`src/rtl/rau_pkg.sv`:
```
// Package for the rational arithmetic unit: operation codes, status codes
// and the descriptor passed from the front end to the back end. No dependencies.
`default_nettype none
package rau_pkg;
    localparam logic [2:0] MODE_ADD = 3'd0;
    localparam logic [2:0] MODE_SUB = 3'd1;
    localparam logic [2:0] MODE_MUL = 3'd2;
    localparam logic [2:0] MODE_DIV = 3'd3;
    localparam logic [2:0] MODE_CMP = 3'd4;

    localparam logic [1:0] ST_OK   = 2'd0;
    localparam logic [1:0] ST_DIVZ = 2'd1;
    localparam logic [1:0] ST_OVF  = 2'd2;

    // classified word: either a finished result or a gcd job
    typedef struct packed {
        logic        run;
        logic        neg;
        logic [63:0] nmag;
        logic [63:0] dmag;
        logic        lt;
        logic        eq;
        logic [1:0]  status;
    } job_t;
endpackage
`default_nettype wire

```
`src/rtl/rau_back.sv`:
```
// Back end: binary gcd over 64-bit magnitudes, one step a cycle, then
// exact division by a restoring divider, range check and output register.
// Uses rau_pkg.
`default_nettype none
module rau_back import rau_pkg::*; #(
    parameter int VALUE_WIDTH = 32
) (
    input  wire          aclk,
    input  wire          aresetn,
    input  wire          job_valid,
    output logic         job_ready,
    input  job_t         job,
    output logic         m_valid,
    input  wire          m_ready,
    output logic [31:0]  m_res_num,
    output logic [30:0]  m_res_den,
    output logic         m_less,
    output logic         m_equal,
    output logic [1:0]   m_status
);
    localparam logic [2:0] B_IDLE = 3'd0;
    localparam logic [2:0] B_GCD  = 3'd1;
    localparam logic [2:0] B_DIVN = 3'd2;
    localparam logic [2:0] B_DIVD = 3'd3;
    localparam logic [2:0] B_CHK  = 3'd4;
    localparam logic [63:0] LIM = 64'd1 << (VALUE_WIDTH - 1);

    logic [2:0] st_reg, st_next;
    job_t j_reg;
    logic [63:0] u_reg, v_reg, g_reg;
    logic [5:0] k_reg;
    logic [63:0] q_reg, rem_reg, dv_reg, nq_reg;
    logic [6:0] i_reg;
    logic [64:0] trial;
    logic [63:0] diff;
    logic out_free;

    assign out_free = !m_valid || m_ready;
    assign job_ready = (st_reg == B_IDLE) && out_free;
    assign trial = {rem_reg, dv_reg[63]} - {1'b0, g_reg};
    assign diff = (u_reg > v_reg) ? u_reg - v_reg : v_reg - u_reg;

    always_ff @(posedge aclk) begin
        if (!aresetn) begin
            st_reg <= B_IDLE;
            m_valid <= 1'b0;
        end else begin
            st_reg <= st_next;
            if ((st_reg == B_IDLE && job_valid && out_free && !job.run) || st_reg == B_CHK)
                m_valid <= 1'b1;
            else if (m_valid && m_ready)
                m_valid <= 1'b0;
        end
        case (st_reg)
            B_IDLE: begin
                j_reg <= job;
                u_reg <= job.nmag;
                v_reg <= job.dmag;
                k_reg <= '0;
                if (job_valid && out_free && !job.run) begin
                    m_res_num <= '0;
                    m_res_den <= 31'd1;
                    m_less <= job.lt;
                    m_equal <= job.eq;
                    m_status <= job.status;
                end
            end
            B_GCD: begin
                // stein step on nonzero u
                if (v_reg == 0) begin
                    g_reg <= u_reg << k_reg;
                    dv_reg <= j_reg.nmag;
                    rem_reg <= '0;
                    i_reg <= '0;
                end else if (!u_reg[0] && !v_reg[0]) begin
                    u_reg <= u_reg >> 1; v_reg <= v_reg >> 1; k_reg <= k_reg + 6'd1;
                end else if (!u_reg[0]) begin
                    u_reg <= u_reg >> 1;
                end else if (!v_reg[0]) begin
                    v_reg <= v_reg >> 1;
                end else begin
                    u_reg <= (u_reg < v_reg) ? u_reg : v_reg;
                    v_reg <= diff >> 1;
                end
            end
            B_DIVN, B_DIVD: begin
                if (i_reg == 7'd63) begin
                    rem_reg <= '0;
                    i_reg <= '0;
                    if (st_reg == B_DIVN) begin
                        nq_reg <= {dv_reg[62:0], ~trial[64]};
                        dv_reg <= j_reg.dmag;
                    end else begin
                        q_reg <= {dv_reg[62:0], ~trial[64]};
                    end
                end else begin
                    dv_reg <= {dv_reg[62:0], ~trial[64]};
                    rem_reg <= trial[64] ? {rem_reg[62:0], dv_reg[63]} : trial[63:0];
                    i_reg <= i_reg + 7'd1;
                end
            end
            B_CHK: begin
                m_less <= j_reg.lt;
                m_equal <= j_reg.eq;
                if (q_reg > LIM - 64'd1 || nq_reg > (j_reg.neg ? LIM : LIM - 64'd1)) begin
                    m_res_num <= '0;
                    m_res_den <= 31'd1;
                    m_status <= ST_OVF;
                end else begin
                    m_res_num <= j_reg.neg ? 32'(-nq_reg) : nq_reg[31:0];
                    m_res_den <= q_reg[30:0];
                    m_status <= ST_OK;
                end
            end
            default: ;
        endcase
    end

    always_comb begin
        st_next = st_reg;
        case (st_reg)
            B_IDLE: if (job_valid && out_free && job.run) st_next = B_GCD;
            B_GCD:  if (v_reg == 0) st_next = B_DIVN;
            B_DIVN: if (i_reg == 7'd63) st_next = B_DIVD;
            B_DIVD: if (i_reg == 7'd63) st_next = B_CHK;
            B_CHK:  st_next = B_IDLE;
            default: st_next = B_IDLE;
        endcase
    end
endmodule
`default_nettype wire

```
`config.mk`:
```
export PLATFORM = sky130hd
export DESIGN_NAME = rau_back
export DESIGN_NICKNAME = d
export VERILOG_FILES = /design/src/rtl/rau_pkg.sv /design/src/rtl/rau_back.sv
export SDC_FILE = /design/constraint.sdc
export NUM_CORES = 2
export LEC_CHECK = 0
export BUFFER_PORTS_ARGS = -buffer_cell sky130_fd_sc_hd__buf_4
export CORE_ASPECT_RATIO = 1.2
export CORE_UTILIZATION = 25
export CTS_CLUSTER_SIZE = 16
export DETAILED_ROUTE_END_ITERATION = 7
export GPL_ROUTABILITY_DRIVEN = 0
export PLACE_DENSITY = 0.47
export RECOVER_POWER = 100
export REMOVE_ABC_BUFFERS = 1
export SLEW_MARGIN = 20
export SYNTH_ARGS = -nofsm -noshare
export SYNTH_HDL_FRONTEND = slang
export SYNTH_SLANG_ARGS = --single-unit
```
`constraint.sdc`:
```
create_clock -name aclk -period 37.6 [get_ports aclk]
set_input_delay 3.76 -clock aclk [delete_from_list [all_inputs] [get_ports aclk]]
set_output_delay 3.76 -clock aclk [all_outputs]
set_load 0.005 [all_outputs]
```
Word-level counts from Yosys, hierarchy flattened
Index checks and enable logic that the tools add are counted.
{"block": "totals", "ff_bits": 663, "inputBits": 138}
{"block": "op_classes", "n_addsub": 6, "reduce_logical": 34, "bitwise": 2, "eq_ne": 16, "magnitude_cmp": 4, "mux": 48, "shift": 1}
{"operator": "64-bit 2-to-1 mux", "count": 15}
{"operator": "64-bit case mux with 2 select lines", "count": 4}
{"operator": "32-bit 2-to-1 mux", "count": 4}
{"operator": "64-bit subtractor", "count": 2}
{"operator": "65-bit by 64-bit subtractor with 65-bit output", "count": 1}
{"operator": "64-bit by 31-bit greater-than comparator with 1-bit output, second input constant", "count": 1}
{"operator": "64-bit by 32-bit greater-than comparator with 1-bit output", "count": 1}
{"operator": "64-bit greater-than comparator", "count": 1}
{"operator": "64-bit zero test", "count": 1}
{"operator": "64-bit less-than comparator", "count": 1}
{"operator": "32-bit case mux with 2 select lines", "count": 1}
{"operator": "64-bit by 6-bit left shift with 64-bit output", "count": 1}
{"operator": "63-bit 2-to-1 mux", "count": 1}
{"operator": "31-bit 2-to-1 mux", "count": 2}
{"operator": "31-bit case mux with 2 select lines", "count": 1}
{"operator": "32-bit negator", "count": 1}
{"operator": "3-bit AND reduction", "count": 5}
{"operator": "7-bit 2-to-1 mux", "count": 2}
{"operator": "7-bit case mux with 2 select lines", "count": 1}
{"operator": "3-bit 2-to-1 mux", "count": 4}
{"operator": "6-bit 2-to-1 mux", "count": 2}
{"operator": "3-bit case mux with 4 select lines", "count": 1}
{"operator": "6-bit case mux with 2 select lines", "count": 1}
{"operator": "1-bit logical AND", "count": 9}
{"operator": "22 further kinds", "count": 48}

Depth between registers and ports, before layout
{"block": "depth", "ltp_word": 7, "mapped_depth": 17, "mapped_depth_nobuf": 14}

Least setup slack after synthesis
No wires, ideal clock.
{"block": "synth_path", "kind": "register to output", "start": "reg st_reg[0]", "end": "out job_ready", "n_path_buf": 1, "setup_slack_ns": 23.519, "t_arrival_ns": 10.321, "stages_incl_launch_ff": 4, "path_cell_list": "dfxtp_1 clkbuf_1 nor3_1 and2_1"}
{"block": "synth_between", "elab_chain_len": 2}
{"item": "start, declared", "line_no": "rau_back.sv:28", "text": "logic [2:0] st_reg, st_next;"}
{"item": "start signal, assigned", "line_no": "rau_back.sv:48", "text": "st_reg <= st_next;"}
{"item": "3-bit zero test", "line_no": "rau_back.sv:39", "text": "assign job_ready = (st_reg == B_IDLE) && out_free;"}
{"item": "1-bit logical AND", "line_no": "rau_back.sv:39"}
{"item": "end, declared", "line_no": "rau_back.sv:11", "text": "output logic job_ready,"}
Every way passes these cells.

Worst setup path after layout
{"block": "layout_path", "start": "reg v_reg[50]", "end": "reg v_reg[42], enable pin"}
{"block": "layout_between", "elab_chain_len": 3}
{"item": "start, declared", "line_no": "rau_back.sv:30", "text": "logic [63:0] u_reg, v_reg, g_reg;"}
{"item": "start signal, assigned", "line_no": "rau_back.sv:58", "text": "v_reg <= job.dmag;"}
{"item": "start signal, assigned", "line_no": "rau_back.sv:76", "text": "u_reg <= u_reg >> 1; v_reg <= v_reg >> 1; k_reg <= k_reg + 6'd1;"}
{"item": "start signal, assigned", "line_no": "rau_back.sv:80", "text": "v_reg <= v_reg >> 1;"}
{"item": "64-bit zero test", "line_no": "rau_back.sv:70", "text": "if (v_reg == 0) begin"}
{"item": "2-bit != test (no line)"}
{"item": "3-bit AND reduction (no line)"}
Every way passes these cells.
A chain may end at the register's enable or synchronous reset.

==> impl_metrics.py <==
metrics = {
    "run_status": {
        "run_status": "finished with violations",
        "violations": "max-capacitance violations, max-slew violations",
    },
    "routing": {
        "dr.pass1.iters": 6,
        "routedWlPerCell_um": 21.8,
        "vias_per_cell": 5.08,
        "drc_errors": 0,
        "vias": 34700,
        "ant_nets": 0,
        "routed_wl_um": 149000,
        "first_iter_violations": 3292,
    },
    "worst_setup_path": {
        "reg2reg_setup_slack_ps": 28900,
        "timing.rr.end": "v_reg[42]",
        "startpoint_type": "flop",
        "crit_type": "flop to flop",
        "timing.rr.start": "v_reg[50]",
        "r2r_cells": 9,
        "critPathArrivalTime_ps": 8500,
        "path_max_fanout": 65,
        "worstPathRequired_ps": 37400,
        "cp-end-kind": "flop",
    },
    "sta": {
        "slew_violations": 1410,
        "finalSetupTns_ps": 0,
        "fin_crit_sh": 0.231,
        "worstMarginPinSlew_ps": 4340,
        "finalSetupViolCount": 0,
        "timing.slew.headroom": -1.89,
        "max_freq_mhz": 115,
        "fin_ws_ps": 28900,
        "rsz0062_at_grt": "false",
        "period_minus_slack_ps": 8700,
        "fin_worst_skew_ps": 56.0,
        "finalHoldViolCount": 0,
    },
    "clock_network": {
        "clock_latency_ps": 730,
        "clock_sinks": 663,
        "cts_max_level": 3,
        "cts-resized-gates": 0,
        "clk_path_buf_depth": 3,
        "cts_made_buffers": 80,
        "postCtsSetupBuffers": 0,
        "cts-root-buf": "clkbuf_16",
        "hold_buffers": 0,
        "clkTransAtPathRegs_ps": 60,
        "cts_tree": "built",
    },
    "finish": {
        "layout-drive-gt1-share": 0.0668,
        "final_core_util": 0.285,
        "final_nets": 4890,
        "largest_reg_flops": 131,
        "n_fill_cell": 18100,
        "final_area_um2": 48100,
        "area_delta_synth_final_pct": 13.4,
    },
    "floorplanning": {
        "rows": 165,
        "dieArea_um2": 172000,
        "die_h_um": 454,
        "initial_utilization": 0.252,
        "die_x_um": 378,
        "pin_count": 207,
        "core_area_um2": 169000,
    },
    "yosys": {
        "ys_top_cells_by_area": "edfxtp_1 (47%), ha_1 (6.7%), nand2_1 (5.1%)",
        "ys_async_sr_fraction": 0,
        "synth_area_um2": 42500,
        "yosysSeqAreaShare": 0.468,
        "synth_edf_count": 659,
        "synth_cells": 4445,
        "synth_top_area_frac": 0.466,
        "synth_ff_type": "edfxtp_1",
        "ys_ff_latch": 663,
        "avgSynthCellArea_um2": 9.55,
        "yosys-top-cells-count": "edfxtp_1 (659), nand2_1 (581), nor2_1 (506), a21oi_1 (417), o21ai_0 (344)",
        "netlist.top_cell.by_area": "edfxtp_1",
        "ys_warn_count": 0,
        "yosysUniqueCellTypes": 83,
        "yosysMostFrequentCell": "edfxtp_1",
    },
    "placed_design": {
        "dp_hpwl_um": 115000,
        "portBuffers": 206,
        "placed_cell_area_um2": 46200,
        "dp_slack_ps": 29480,
    },
    "power": {
        "intPower_mw": 1.53,
        "p_seq_frac": 0.383,
        "p_sw_mw": 0.836,
        "p_leak_nw": 18.1,
        "clockPowerShare": 0.325,
        "finalPower_mw": 2.37,
        "p_per_area_nw_per_um2": 49.2,
        "combinationalPowerShare": 0.292,
        "ir_drop_mv": 0.0330,
        "power.share.switching": 0.353,
    },
    "hold_path": {
        "hp-start": "dv_reg[45]",
        "hold_depth": 0,
        "worstHoldPathType": "flop to flop",
        "min_delay_worst_endpoint": "q_reg[46]",
    },
    "grt": {
        "grt_usage": 0.170,
        "grt_pass1_wl_um": 220000,
        "antenna_found_initial": 23,
        "grt_max_degree": 99,
        "grt_pass1_vias": 33900,
        "grt.overflow.total": 0,
    },
    "flow_run": {
        "maxCapViolations": 27,
    },
}
==> metal layers <==
metal / global-route usage / share of wire / vias up / routed length (um)
met2: 0.289 / 0.48 / 1069 / 71300
met5: 0 / 0.00042 / - / 63
li1: - / - / 16300 / -
met4: 0.0626 / 0.036 / 10 / 5300
met3: 0.0226 / 0.053 / 251 / 7930
met1: 0.220 / 0.43 / 17100 / 64400
==> power by group through the flow <==
stage                     Combinational, mW  Clock [mW]  Sequential, mW
final                                 0.692       0.770           0.908
after floorplan                       0.454           0           0.912
after global routing                  0.751       0.818           0.911
after detailed placement              0.683           0           0.921
after CTS                             0.687       0.793           0.905
after global placement                0.682           0           0.920
==> cell usage in the layout (no fill, tap or decap), types with 19 or more instances in the layout <==
cell type,Yosys,final
edfxtp_1,659,659
nand2_1,581,578
nor2_1,506,504
a21oi_1,417,417
o21ai_0,344,348
inv_1,239,238
ha_1,229,229
clkbuf_1,189,176
mux2i_1,143,143
a31oi_1,102,102
clkbuf_16,0,80
xnor2_1,78,78
a21o_1,77,77
nand4_1,76,76
nor3_1,71,71
clkbuf_4,0,69
xor2_1,65,65
mux4_2,50,50
nand3_1,42,42
o21bai_1,42,42
nor4_1,44,42
and2_0,0,30
o211ai_1,28,29
nand2b_1,30,28
o21a_1,27,27
o22ai_1,27,27
and3_1,25,25
a211oi_1,23,23
buf_4,6,21
o31ai_1,20,20
and2_1,51,20
or3_1,19,19
==> layout make-up <==
cell class | count | area, um^2 | share of cell area
well taps | 2254 | 2820 | 0.0586
flip-flops and latches | 663 | 19900 | 0.413
clock buffers | 97 | 2090 | 0.0433
inverters | 241 | 905 | 0.0188
diodes | 5 | 12.5 | 0.000260
repair buffers | 252 | 1280 | 0.0267
multi-input cells | 3282 | 20700 | 0.430
clock inverters | 48 | 485 | 0.0101
==> per-stage QoR <==
| stage | hold WS [ps] | instances |
|---|---|---|
| 2_1_floorplan | 445 | 4186 |
| 3_3_place_gp | 470 | 6692 |
| 3_5_place_dp | 466 | 6692 |
| 4_1_cts | 479 | 6837 |
| 5_1_grt | 494 | 6838 |
| 6_report | 476 | 6842 |
==> worst max-delay path, stage by stage, from the launching register on <==
cell      delay [ps]
edfxtp_1         440
nor4_1           680
nand4_1          440
nor4_1           790
nand2_1          230
clkinv_1          80
clkbuf_1        2390
nor3_1           710
a21boi_0         330
clkbuf_1        1530
==> how the worst max path moves through the flow <==
stage / endpoint / cells after the start / startpoint / slack, ps
floorplan: job_ready / 2 / st_reg[0] / 23630
global placement: job_ready / 4 / m_ready / 29470
detailed placement: job_ready / 4 / m_ready / 29480
CTS: job_ready / 4 / m_ready / 29480
global route: v_reg[42] / 9 / v_reg[50] / 28020
finish: v_reg[42] / 9 / v_reg[50] / 28900
==> logic make-up (layout without fill, tap and decap cells) <==
kind of cell	count (synthesis)	count (layout)	share of synthesized area
adders and majority gates	232	232	0.0689
xor gates and xnor gates	143	143	0.0295
AOI/OAI and AO/OA	1205	1205	0.169
buffers and inverters	500	638	0.0464
muxes	208	208	0.0642
other	0	5	0
and+or+nand+nor	1494	1494	0.155
DFF	663	663	0.468
(Power assumes the default switching activity.)
