[config.mk]
export PLATFORM = sky130hd
export DESIGN_NAME = rau_queue
export DESIGN_NICKNAME = d
export VERILOG_FILES = /design/src/rtl/rau_pkg.sv /design/src/rtl/rau_queue.sv
export SDC_FILE = /design/constraint.sdc
export NUM_CORES = 1
export LEC_CHECK = 0
export BUFFER_PORTS_ARGS = -buffer_cell sky130_fd_sc_hd__buf_4
export CELL_PAD_IN_SITES_DETAIL_PLACEMENT = 0
export CELL_PAD_IN_SITES_GLOBAL_PLACEMENT = 1
export CORE_ASPECT_RATIO = 0.8
export CORE_MARGIN = 2
export CORE_UTILIZATION = 41
export DETAILED_ROUTE_END_ITERATION = 8
export GPL_ROUTABILITY_DRIVEN = 0
export GPL_TIMING_DRIVEN = 0
export PLACE_DENSITY = 0.75
export SYNTH_ARGS = -nofsm -noshare
export SYNTH_HDL_FRONTEND = slang
export SYNTH_SLANG_ARGS = --single-unit
[constraint.sdc]
create_clock -name aclk -period 14.5 [get_ports aclk]
set_input_delay 0.725 -clock aclk [delete_from_list [all_inputs] [get_ports aclk]]
set_output_delay 0.725 -clock aclk [all_outputs]
set_load 0.01 [all_outputs]
[src/rtl/rau_pkg.sv]
// Package for the rational arithmetic unit: operation codes, status codes
// and the descriptor passed from the front end to the back end. No dependencies.
`default_nettype none
package rau_pkg;
    localparam logic [2:0] MODE_ADD = 3'd0;
    localparam logic [2:0] MODE_SUB = 3'd1;
    localparam logic [2:0] MODE_MUL = 3'd2;
    localparam logic [2:0] MODE_DIV = 3'd3;
    localparam logic [2:0] MODE_CMP = 3'd4;

    localparam logic [1:0] ST_OK   = 2'd0;
    localparam logic [1:0] ST_DIVZ = 2'd1;
    localparam logic [1:0] ST_OVF  = 2'd2;

    // classified word: either a finished result or a gcd job
    typedef struct packed {
        logic        run;
        logic        neg;
        logic [63:0] nmag;
        logic [63:0] dmag;
        logic        lt;
        logic        eq;
        logic [1:0]  status;
    } job_t;
endpackage
`default_nettype wire

[src/rtl/rau_queue.sv]
// Two-entry queue of job words between front and back end. Uses rau_pkg.
`default_nettype none
module rau_queue import rau_pkg::*; (
    input  wire   aclk,
    input  wire   aresetn,
    input  wire   in_valid,
    output logic  in_ready,
    input  job_t  in_word,
    output logic  out_valid,
    input  wire   out_ready,
    output job_t  out_word
);
    job_t mem_reg [2];
    logic wp_reg, rp_reg;
    logic [1:0] cnt_reg;
    logic push, pop;

    assign in_ready = cnt_reg != 2'd2;
    assign out_valid = cnt_reg != 2'd0;
    assign out_word = mem_reg[rp_reg];
    assign push = in_valid && in_ready;
    assign pop = out_valid && out_ready;

    always_ff @(posedge aclk) begin
        if (!aresetn) begin
            wp_reg <= 1'b0;
            rp_reg <= 1'b0;
            cnt_reg <= 2'd0;
        end else begin
            if (push) wp_reg <= ~wp_reg;
            if (pop) rp_reg <= ~rp_reg;
            cnt_reg <= cnt_reg + 2'(push) - 2'(pop);
        end
        if (push) mem_reg[wp_reg] <= in_word;
    end
endmodule
`default_nettype wire

* Word level (Yosys, flattened, before mapping)
Memories as Yosys holds them, arrays and structs flattened. A register that Yosys moved wholly into a read port is not among the register bits.
Index checks and enable logic that the tools add are counted.
** Word-level totals
- Input port bits :: 138
- Memories kept :: 1
- Word-level logic and storage cells :: 16
- Output and inout port bits :: 136
- Flip-flop bits (word level) :: 4
- Memory bits (writable) :: 268
** Cells by class
- Mux-type cells :: 4
- Bitwise logic cells :: 2
- Add/sub/neg operators :: 2
- Equal/unequal tests :: 1
- Reduce and logical (&&, ||, !) cells :: 3
** Memory list
- mem_reg :: words 2, width 134, read ports 1, clocked after memory_dff 1, wr ports 1, line rau_queue.sv:13 : job_t mem_reg [2];
** Operator list (count)
- 2-to-1 mux 1 bit :: 4
- adder 2 x 1 -> 2 bit :: 1
- logical AND 1 bit :: 2
- inequality test 2 bit, second input constant :: 1
- NOT 1 bit :: 2
- nonzero test 2 bit :: 1
- subtractor 2 x 1 -> 2 bit :: 1

* Longest topological paths before layout
Gate-level depths: netlist of run 1.
- Depth after elaboration :: 4
- Gate-level depth with buffers :: 8
- Gate-level depth less buffers :: 8

* Worst setup path after synthesis of run 1
No wires, ideal clock.
- Path type :: input to register
- Start point :: input port in_valid
- End point :: memory mem_reg[0][0] in the netlist's numbering, enable pin
- Data required time :: 13.871 ns
- Buffers on the path :: 0
- Slack :: 7.484 ns
- Arrival time :: 6.387 ns
- Stages :: 2
- Setup time :: 0.629 ns
- Path through :: nand2_1 > nor2_1
** Between the ends
- Longest elaborated chain between the ends :: 3
** Ends and longest elaborated chain
- from (decl) :: line rau_queue.sv:6 : input wire in_valid,
- logical AND 1 bit :: line rau_queue.sv:21 : assign push = in_valid && in_ready;
- 2-to-1 mux 1 bit :: line rau_queue.sv:34 : if (push) mem_reg[wp_reg] <= in_word;
- 2-to-1 mux 1 bit (not written as such) :: line rau_queue.sv:34
- to (decl) :: line rau_queue.sv:13
Every way passes these cells.

==> run_results.csv, run 1 <==
group,metric,value,unit
global_routing,grt_max_degree,61,
floorplanning,initial_utilization,0.4171,
synth,ys.flop_type,"edfxtp_1",
power,powerDensity,173.8,nW/um2
worst_setup_path,crit_type,"flop to output pin",
sta,relSlewSlack,0.5039,
clock_network,numCtsBuffers,28,
sta,period_needed,2.584,ns
clock_network,cts.sinks,273,
clock_network,tritoncts,"done",
clock_network,cts_root_buffer,"clkbuf_16",
worst_setup_path,rr_endpoint,"mem_reg[0][126]$_DFFE_PP_",
global_routing,grt.overflow.total,0,
synth,ys_seq_elements,273,
floorplanning,rows,51,
cells_and_area,diodes,0,
sta,rsz0062_at_grt,"false",
drt,drt-pass1-iter-count,4,
synth,synth_cell_types,18,
clock_network,clkLatencyLatePin,0.53,ns
clock_network,clock_path_buffers,3,
clock_network,htree_levels,1,
cells_and_area,final_common_cell,"buf_4",
sta,fin_tns_setup,0,ns
floorplanning,io_pins,274,
worst_setup_path,crit_path_end_kind,"output pin",
cells_and_area,final-seq-area,8148,um2
power,peakVddDrop,0.09520,mV
cells_and_area,largest_reg_flops,268,
drt,wl_per_cell,18.50,um
clock_network,postCtsResizedCells,0,
drt,routed_via_density,4.697,
power,cellLeakagePower,5.219,nW
placement,dp_hpwl,14.09,mm
floorplanning,die_area,26020,um2
worst_setup_path,rr_worst_depth,5,
sta,final-hold-violation-count,0,
global_routing,grt_pass1_vias,5418,
floorplanning,die_h,144.7,um
worst_setup_path,critPathMostFrequentCell,"buf_6",
worst_setup_path,crit_path_top_delay_cell,"dfxtp_1",
synth,yosysSeqAreaShare,0.8035,
drt,wl,20.13,mm
hold_path,holdCritPathClass,"input pin to flop",
floorplanning,die_w,179.8,um
clock_network,cts-hold-fix-buffers,0,
global_routing,grt_pass1_wl,29.90,mm
hold_path,min_from,"in_word[92]",
drt,drc_errors,0,
cells_and_area,fin_util,0.5626,
synth,syn_nets,581,
drt,via_count,5110,
synth,yosysWarnings,0,
sta,finClkSkew,0.01050,ns
global_routing,grt_usage,0.1470,
cells_and_area,n_fill_cell,1885,
sta,setup_viol_count_final,0,
worst_setup_path,crit_fanout,10,
worst_setup_path,cp-start-kind,"flop",
cells_and_area,final_nets,890,
drt,drtAntennaViolNets,0,
worst_setup_path,r2r_slack,12.29,ns
run_status,status,"complete, no violations",
synth,synthArstFlopShare,0,
synth,syn_area_per_cell,23.00,um2
hold_path,min_path_cells,1,
sta,max_slew.worst_pin.slew,0.7424,ns
synth,netlist_instances,441,
sta,maxSlewViolCount,0,
sta,fin_crit_sh,0.1782,
cells_and_area,final_cell_mix,"273 x buf_4, 268 x edfxtp_1, 74 x mux2_2, 60 x mux2_4, 28 x clkbuf_16",
clock_network,cts_setup_buffers,0,
cells_and_area,drive_above_1_share,0.6078,
cells_and_area,syn_to_final_growth,34.88,%
job,cap_violations,0,
global_routing,grt_antenna_before_repair,0,
floorplanning,coreArea,24310,um2
synth,synth_edf_count,268,
drt,drt_iter0_drc,175,
cells_and_area,multiInputGateArea,1877,um2
clock_network,path_clk_slew,0.06,ns
placement,port_buffers,273,
worst_setup_path,crit_path_max_incr_delay,0.32,ns
sta,fmax,387.0,MHz
worst_setup_path,worstPathCellList,"buf_6 -> buf_6 -> buf_6 -> mux2_4 -> buf_4",
synth,syn_area,10140,um2
worst_setup_path,cp.arrival,1.86,ns
worst_setup_path,r2r-start,"cnt_reg[0]$_SDFF_PN0_",
worst_setup_path,cp.required,13.78,ns
hold_path,hold_path_end,"mem_reg[0][92]$_DFFE_PP_",
## critical path, delay by kind of cell, from the launching register on
kind / cells / cell delay (ns)
muxes: 1 / 0.32
buffers and inverters: 4 / 0.69
DFF: 1 / 0.32
## how the worst max path moves through the flow
stage / from / to / slack (ns) / cells past startpoint
final: flop / out_word[88] / 11.92 / 5
after global routing: flop / out_word[86] / 11.84 / 5
after CTS: flop / out_word[119] / 11.86 / 5
after detailed placement: in_valid / mem_reg[0][123]$_DFFE_PP_ / 12.00 / 5
after global placement: in_valid / mem_reg[0][0]$_DFFE_PP_ / 4.77 / 3
after floorplan: in_valid / mem_reg[0][0]$_DFFE_PP_ / 7.48 / 2
## synth_stat cells (2+ instances only)
master	instances	area share
xnor2_1	3	0.0026
and2_1	2	0.0012
nand2_1	2	0.00074
edfxtp_1	268	0.79
mux2_4	60	0.089
ha_1	2	0.0025
dfxtp_1	5	0.0099
nor2b_1	2	0.0012
buf_2	7	0.0035
mux2_2	74	0.082
buf_6	8	0.0089
nand2b_1	2	0.0012
## cell type report
cell class | instances | share of cell area
plain buffers | 15 | 0.009147
clock buffers | 37 | 0.05370
clock inverters | 13 | 0.01464
inverters | 1 | 0.0002744
multi-input cells | 152 | 0.1372
flip-flops and latches | 273 | 0.5957
well taps | 318 | 0.02909
repair buffers | 279 | 0.1603
## report_power, final
part,switching (mW),internal [mW]
logic,0.292,0.348
clock network,0.278,0.444
registers,0.0250,0.990
## cell families after synthesis
kind of cell | share of synthesized area
compound gates | 0.0007406
xor+xnor | 0.002591
fa+ha+maj | 0.002467
buf+inv | 0.01271
flops | 0.8035
mux | 0.1720
simple gates | 0.006046
## routing by layer
| metal | GRT usage | wire length, um | up-vias |
|---|---|---|---|
| met1 | 0.1782 | 7989 | 2477 |
| met4 | 0.03937 | 471 | 0 |
| li1 | - | - | 2377 |
| met5 | 0 | 0 | - |
| met2 | 0.2507 | 9640 | 223 |
| met3 | 0.05405 | 2027 | 33 |
## stage by stage
stage / cell area [um2] / hold slack, ns / worst slack, ns / total power [mW] / instances
2_1_floorplan: 10140 / 0.4549 / 7.484 / 1.400 / 441
3_3_place_gp: 12590 / 0.4658 / 4.773 / 1.678 / 1032
3_5_place_dp: 12740 / 0.5299 / 12.00 / 1.683 / 1038
4_1_cts: 13680 / 0.3489 / 11.86 / 2.410 / 1088
5_1_grt: 13680 / 0.3460 / 11.84 / 2.478 / 1088
6_report: 13680 / 0.3745 / 11.92 / 2.378 / 1088
No activity file was read; power rests on OpenSTA's default activity.
==> run 2: changes to the inputs <==
CORE_UTILIZATION = 40   (was 41)
PLACE_DENSITY = 0.77   (was 0.75)
clock period = 2.3 ns   (was 14.5 ns; I/O delays follow)
==> run_results.csv, run 2 (same netlist as run 1, synthesis figures left out) <==
group,metric,value,unit
drt,drtAntennaViolNets,0,
placement,dp_hpwl,14.01,mm
power,comb_power_share,0.292,
worst_setup_path,crit_type,"flop to output pin",
cells_and_area,final_common_cell,"buf_4",
power,internal_power,11.00,mW
sta,relSlewSlack,0.5357,
clock_network,clock_path_buffers,3,
cells_and_area,syn_to_final_growth,47.71,%
sta,max_slew.worst_pin.slew,0.6948,ns
cells_and_area,final-seq-area,8149,um2
sta,final-hold-violation-count,0,
floorplanning,rows,52,
job,cap_violations,0,
floorplanning,die_h,146.4,um
power,sw_frac_of_total,0.2548,
sta,setup_viol_count_final,0,
run_status,status,"complete, no violations",
clock_network,postCtsResizedCells,0,
drt,drc_errors,0,
worst_setup_path,rr_worst_depth,5,
worst_setup_path,rr_endpoint,"mem_reg[0][92]$_DFFE_PP_",
worst_setup_path,cp.required,2.18,ns
clock_network,tritoncts,"done",
clock_network,clkLatencyLatePin,0.53,ns
drt,routed_via_density,4.579,
hold_path,min_from,"out_ready",
worst_setup_path,cp.arrival,1.85,ns
cells_and_area,drive_above_1_share,0.5171,
worst_setup_path,r2r_slack,0.35,ns
power,power_switching,3.761,mW
drt,via_count,5628,
sta,rsz0062_at_grt,"false",
cells_and_area,largest_reg_flops,268,
sta,worst_slack,0.3372,ns
floorplanning,io_pins,274,
hold_path,holdCritPathClass,"input pin to flop",
clock_network,htree_levels,1,
placement,port_buffers,273,
power,cellLeakagePower,5.754,nW
power,p_seq_frac,0.433,
cells_and_area,final_nets,1026,
clock_network,numCtsBuffers,27,
global_routing,grt.overflow.total,0,
cells_and_area,fin_area,14980,um2
power,peakVddDrop,0.6917,mV
global_routing,grt_pass1_wl,32.46,mm
worst_setup_path,r2r-start,"cnt_reg[0]$_SDFF_PN0_",
drt,drt-pass1-iter-count,4,
global_routing,grt_max_degree,64,
power,clock_power_share,0.275,
worst_setup_path,crit_fanout,10,
floorplanning,die_area,26650,um2
power,powerDensity,985.6,nW/um2
sta,fmax,509.5,MHz
sta,finClkSkew,0.02097,ns
sta,period_needed,1.963,ns
global_routing,grt_pass1_vias,6311,
cells_and_area,final_cell_mix,"273 x buf_4, 268 x edfxtp_1, 136 x dlygate4sd3_1, 74 x mux2_2, 60 x mux2_4",
clock_network,cts_setup_buffers,0,
drt,wl,20.94,mm
floorplanning,die_w,182.0,um
global_routing,grt_usage,0.1535,
cells_and_area,diodes,0,
placement,post-place-ws,0.3344,ns
cells_and_area,multiInputGateArea,1892,um2
clock_network,path_clk_slew,0.05,ns
cells_and_area,n_fill_cell,1833,
drt,wl_per_cell,17.03,um
sta,whs,0.04306,ns
sta,maxSlewViolCount,0,
worst_setup_path,crit_path_end_kind,"output pin",
worst_setup_path,cp-start-kind,"flop",
clock_network,cts_root_buffer,"clkbuf_16",
sta,fin_tns_setup,0,ns
floorplanning,coreArea,25110,um2
drt,drt_iter0_drc,188,
global_routing,grt_antenna_before_repair,0,
floorplanning,initial_utilization,0.4038,
sta,fin_crit_sh,0.8534,
placement,post_dp_cell_area,12800,um2
clock_network,cts.sinks,273,
hold_path,min_path_cells,4,
## run 2: changes by cell type in the layout (fill, tap and decap cells not counted), sizes merged
cell / before / now
dlygate4sd3: 0 / 136
bufinv: 5 / 2
clkbuf: 37 / 35
clkinv: 8 / 10
buf: 294 / 295
inv: 1 / 2
## run 2: layout make-up
cell class,count,share of cell area
Buffer,15,0.008353
Clock buffer,35,0.04711
Clock inverter,13,0.007350
Inverter,1,0.0002506
Multi-Input combinational cell,152,0.1263
Sequential cell,273,0.5440
Tap cell,324,0.02706
Timing Repair Buffer,416,0.2396
## run 2: metal layers
| metal | routed length [um] | global-route usage | share of wire |
|---|---|---|---|
| met1 | 8432 | 0.1820 | 0.40 |
| met2 | 10380 | 0.2719 | 0.50 |
| met3 | 1556 | 0.04490 | 0.074 |
| met4 | 569 | 0.04435 | 0.027 |
| met5 | 0 | 0 | 0 |
## run 2: through the flow
stage,utilization,power (mW),cells
finish,0.5965,14.76,1229
CTS,0.5965,14.97,1229
global placement,0.5025,10.46,1038
floorplan,-,8.756,441
global route,0.5965,15.43,1229
detailed placement,0.5098,10.67,1045
## run 2: power groups by stage
stage	clock, mW	combinational (mW)	sequential (mW)
6_report	4.06	4.30	6.40
5_1_grt	4.39	4.60	6.45
4_1_cts	4.19	4.37	6.40
3_5_place_dp	0	4.16	6.51
3_3_place_gp	0	3.92	6.54
2_1_floorplan	0	2.26	6.50
## run 2: how the worst max path moves through the flow
stage | to | slack (ns) | cells past startpoint | start
final | out_word[73] | 0.34 | 5 | flop
after global routing | mem_reg[0][92]$_DFFE_PP_ | 0.23 | 5 | cnt_reg[0]$_SDFF_PN0_
after CTS | out_word[78] | 0.28 | 5 | flop
after detailed placement | mem_reg[0][85]$_DFFE_PP_ | 0.33 | 5 | cnt_reg[0]$_SDFF_PN0_
after global placement | mem_reg[0][85]$_DFFE_PP_ | -1.50 | 3 | cnt_reg[0]$_SDFF_PN0_
after floorplan | mem_reg[0][0]$_DFFE_PP_ | -0.65 | 3 | cnt_reg[0]$_SDFF_PN0_
## run 2: critical path: stages, from the launching register on
cell and delay [ns]:
dfxtp_1 0.32, buf_6 0.15, buf_6 0.18, buf_6 0.20
mux2_4 0.32, buf_4 0.15
## run 2: repair_timing
action                     4_1_cts  5_1_grt
hold buffers                   136        0
hold endpoints to repair       273        0
setup endpoints to repair        0        0
==> run 3: changes to the inputs <==
ABC_AREA = 1   (was default)
GPL_TIMING_DRIVEN = default   (was 0)
==> run_results.csv, run 3 <==
group,metric,value,unit
placement,post_dp_cell_area,12640,um2
drt,via_count,5624,
cells_and_area,final_common_cell,"buf_4",
global_routing,grt_pass1_wl,31.80,mm
global_routing,busiest_layer,"met2",
clock_network,htree_levels,1,
worst_setup_path,worstPathCellList,"buf_4 -> mux2_2 -> buf_4",
worst_setup_path,cp-start-kind,"flop",
run_status,status,"complete, no violations",
worst_setup_path,cp.arrival,2.01,ns
power,cellLeakagePower,5.727,nW
worst_setup_path,cp.required,2.18,ns
clock_network,numCtsBuffers,28,
global_routing,met1_usage,0.1872,
drt,drtAntennaViolNets,0,
placement,dp_hpwl,13.07,mm
synth,syn_area_per_cell,22.40,um2
sta,rsz0062_at_grt,"false",
worst_setup_path,crit_type,"flop to output pin",
synth,ys.flop_type,"edfxtp_1",
floorplanning,rows,52,
drt,wl,21.03,mm
drt,drt_iter0_drc,233,
clock_network,clkLatencyLatePin,0.54,ns
power,powerDensity,1002,nW/um2
drt,drt-pass1-iter-count,4,
clock_network,cts.sinks,273,
clock_network,path_clk_slew,0.07,ns
clock_network,tritoncts,"done",
sta,fin_tns_setup,0,ns
global_routing,grt.overflow.total,0,
global_routing,grt_usage,0.1507,
worst_setup_path,crit_path_end_kind,"output pin",
sta,relSlewSlack,0.5923,
worst_setup_path,crit_fanout,24,
floorplanning,initial_utilization,0.4040,
floorplanning,die_area,26670,um2
worst_setup_path,crit_path_top_delay_cell,"dfxtp_4",
placement,dp.cells,1043,
sta,fin_crit_sh,0.9240,
sta,max_slew.worst_pin.slew,0.6115,ns
global_routing,grt_antenna_before_repair,1,
cells_and_area,syn_to_final_growth,47.02,%
sta,final-hold-violation-count,0,
synth,netlist_instances,453,
synth,synth_top_area_share,0.7931,
worst_setup_path,critPathMostFrequentCell,"buf_4",
clock_network,cts-hold-fix-buffers,137,
clock_network,clock_path_buffers,3,
job,cap_violations,0,
cells_and_area,fin_util,0.5940,
power,peakVddDrop,0.6722,mV
worst_setup_path,crit_family,"flip-flops",
synth,synth.most_common_cell,"edfxtp_1",
clock_network,cts_root_buffer,"clkbuf_16",
hold_path,holdCritPathClass,"input pin to flop",
global_routing,grt.met3_usage,0.04265,
global_routing,grt_max_degree,104,
sta,whs,0.3065,ns
synth,yosysTopAreaCell,"edfxtp_1",
cells_and_area,fin_area,14920,um2
synth,synth_edf_count,268,
floorplanning,io_pins,274,
clock_network,postCtsResizedCells,0,
synth,syn_area,10150,um2
synth,synth_cell_types,12,
sta,setup_viol_count_final,0,
synth,ys_top_cells_by_count,"268 x edfxtp_1, 74 x mux2_2, 60 x mux2_4",
synth,yosysWarnings,0,
power,fin_total_pwr,14.95,mW
drt,wl_per_cell,17.09,um
placement,post-place-ws,0.6982,ns
worst_setup_path,worst-path-buf-inv,2,
global_routing,grt_pass1_vias,6140,
synth,syn_nets,593,
synth,synthArstFlopShare,0,
cells_and_area,stdcell_count,1231,
sta,fmax,470.5,MHz
cells_and_area,drive_above_1_share,0.5132,
placement,port_buffers,273,
synth,synth.area.top_cells,"edfxtp_1 79%, mux2_4 8.9%, mux2_2 8.2%",
sta,maxSlewViolCount,0,
cells_and_area,largest_reg_flops,268,
sta,worst_slack,0.1747,ns
global_routing,met2_usage,0.2603,
clock_network,cts_setup_buffers,0,
cells_and_area,final_nets,1026,
cells_and_area,final_cell_mix,"276 x buf_4, 268 x edfxtp_1, 137 x dlygate4sd3_1, 74 x mux2_2, 60 x mux2_4",
worst_setup_path,crit_path_max_incr_delay,0.58,ns
sta,period_needed,2.125,ns
synth,yosysSeqAreaShare,0.8030,
sta,finClkSkew,0.01553,ns
synth,ys_seq_elements,273,
floorplanning,die_h,146.5,um
floorplanning,coreArea,25110,um2
floorplanning,die_w,182.1,um
drt,routed_via_density,4.569,
drt,drc_errors,0,
==> run 3: final cells by class <==
| type | count | area, um2 |
|---|---|---|
| clock buffer | 34 | 744.5 |
| sequential | 273 | 8154 |
| multi-input combinational | 158 | 1876 |
| antenna | 1 | 2.502 |
| timing repair buffer | 418 | 3543 |
| inverter | 7 | 30.03 |
| fill | 1845 | 10200 |
| tap | 324 | 405.4 |
| clock inverter | 16 | 162.7 |
==> run 3: worst paths after layout <==
kind / start / endpoint / slack (ns) / depth (start not counted)
setup reg to reg: cnt_reg[0]$_SDFF_PN0_ / mem_reg[0][89]$_DFFE_PP_ / 0.70 / 5
setup / recovery: flop / out_word[72] / 0.17 / 3
hold / removal: in_word[65] / mem_reg[0][65]$_DFFE_PP_ / 0.31 / 2
hold reg to reg: rp_reg$_SDFFE_PN0P_ / rp_reg$_SDFFE_PN0P_ / 0.51 / 2
==> run 3: metal layers <==
| metal | vias up | wire (um) |
|---|---|---|
| met3 | 42 | 1474 |
| li1 | 2648 | - |
| met2 | 202 | 10190 |
| met4 | 0 | 503 |
| met1 | 2732 | 8865 |
| met5 | - | 0 |
==> run 3: cells by family after synthesis <==
family | synth area share
multiplexers | 0.1709
AND/OR/NAND/NOR | 0.007768
AO/OA/AOI/OAI | 0.0009865
buffers and inverters | 0.01492
flip-flops | 0.8030
adder cells (fa/ha/maj) | 0.002466
==> run 3: power by group <==
part / internal [mW] / switching (mW) / total, mW
clock network: 2.63 / 1.81 / 4.44
logic: 2.17 / 1.81 / 3.99
registers: 6.30 / 0.222 / 6.52
==> run 3: worst reg2reg max path, cell delays in order (launching register included) <==
cell,delay [ns]
dfxtp_2,0.35
inv_2,0.05
nand2_4,0.08
nand2_4,0.06
nor2_4,0.14
buf_12,0.46
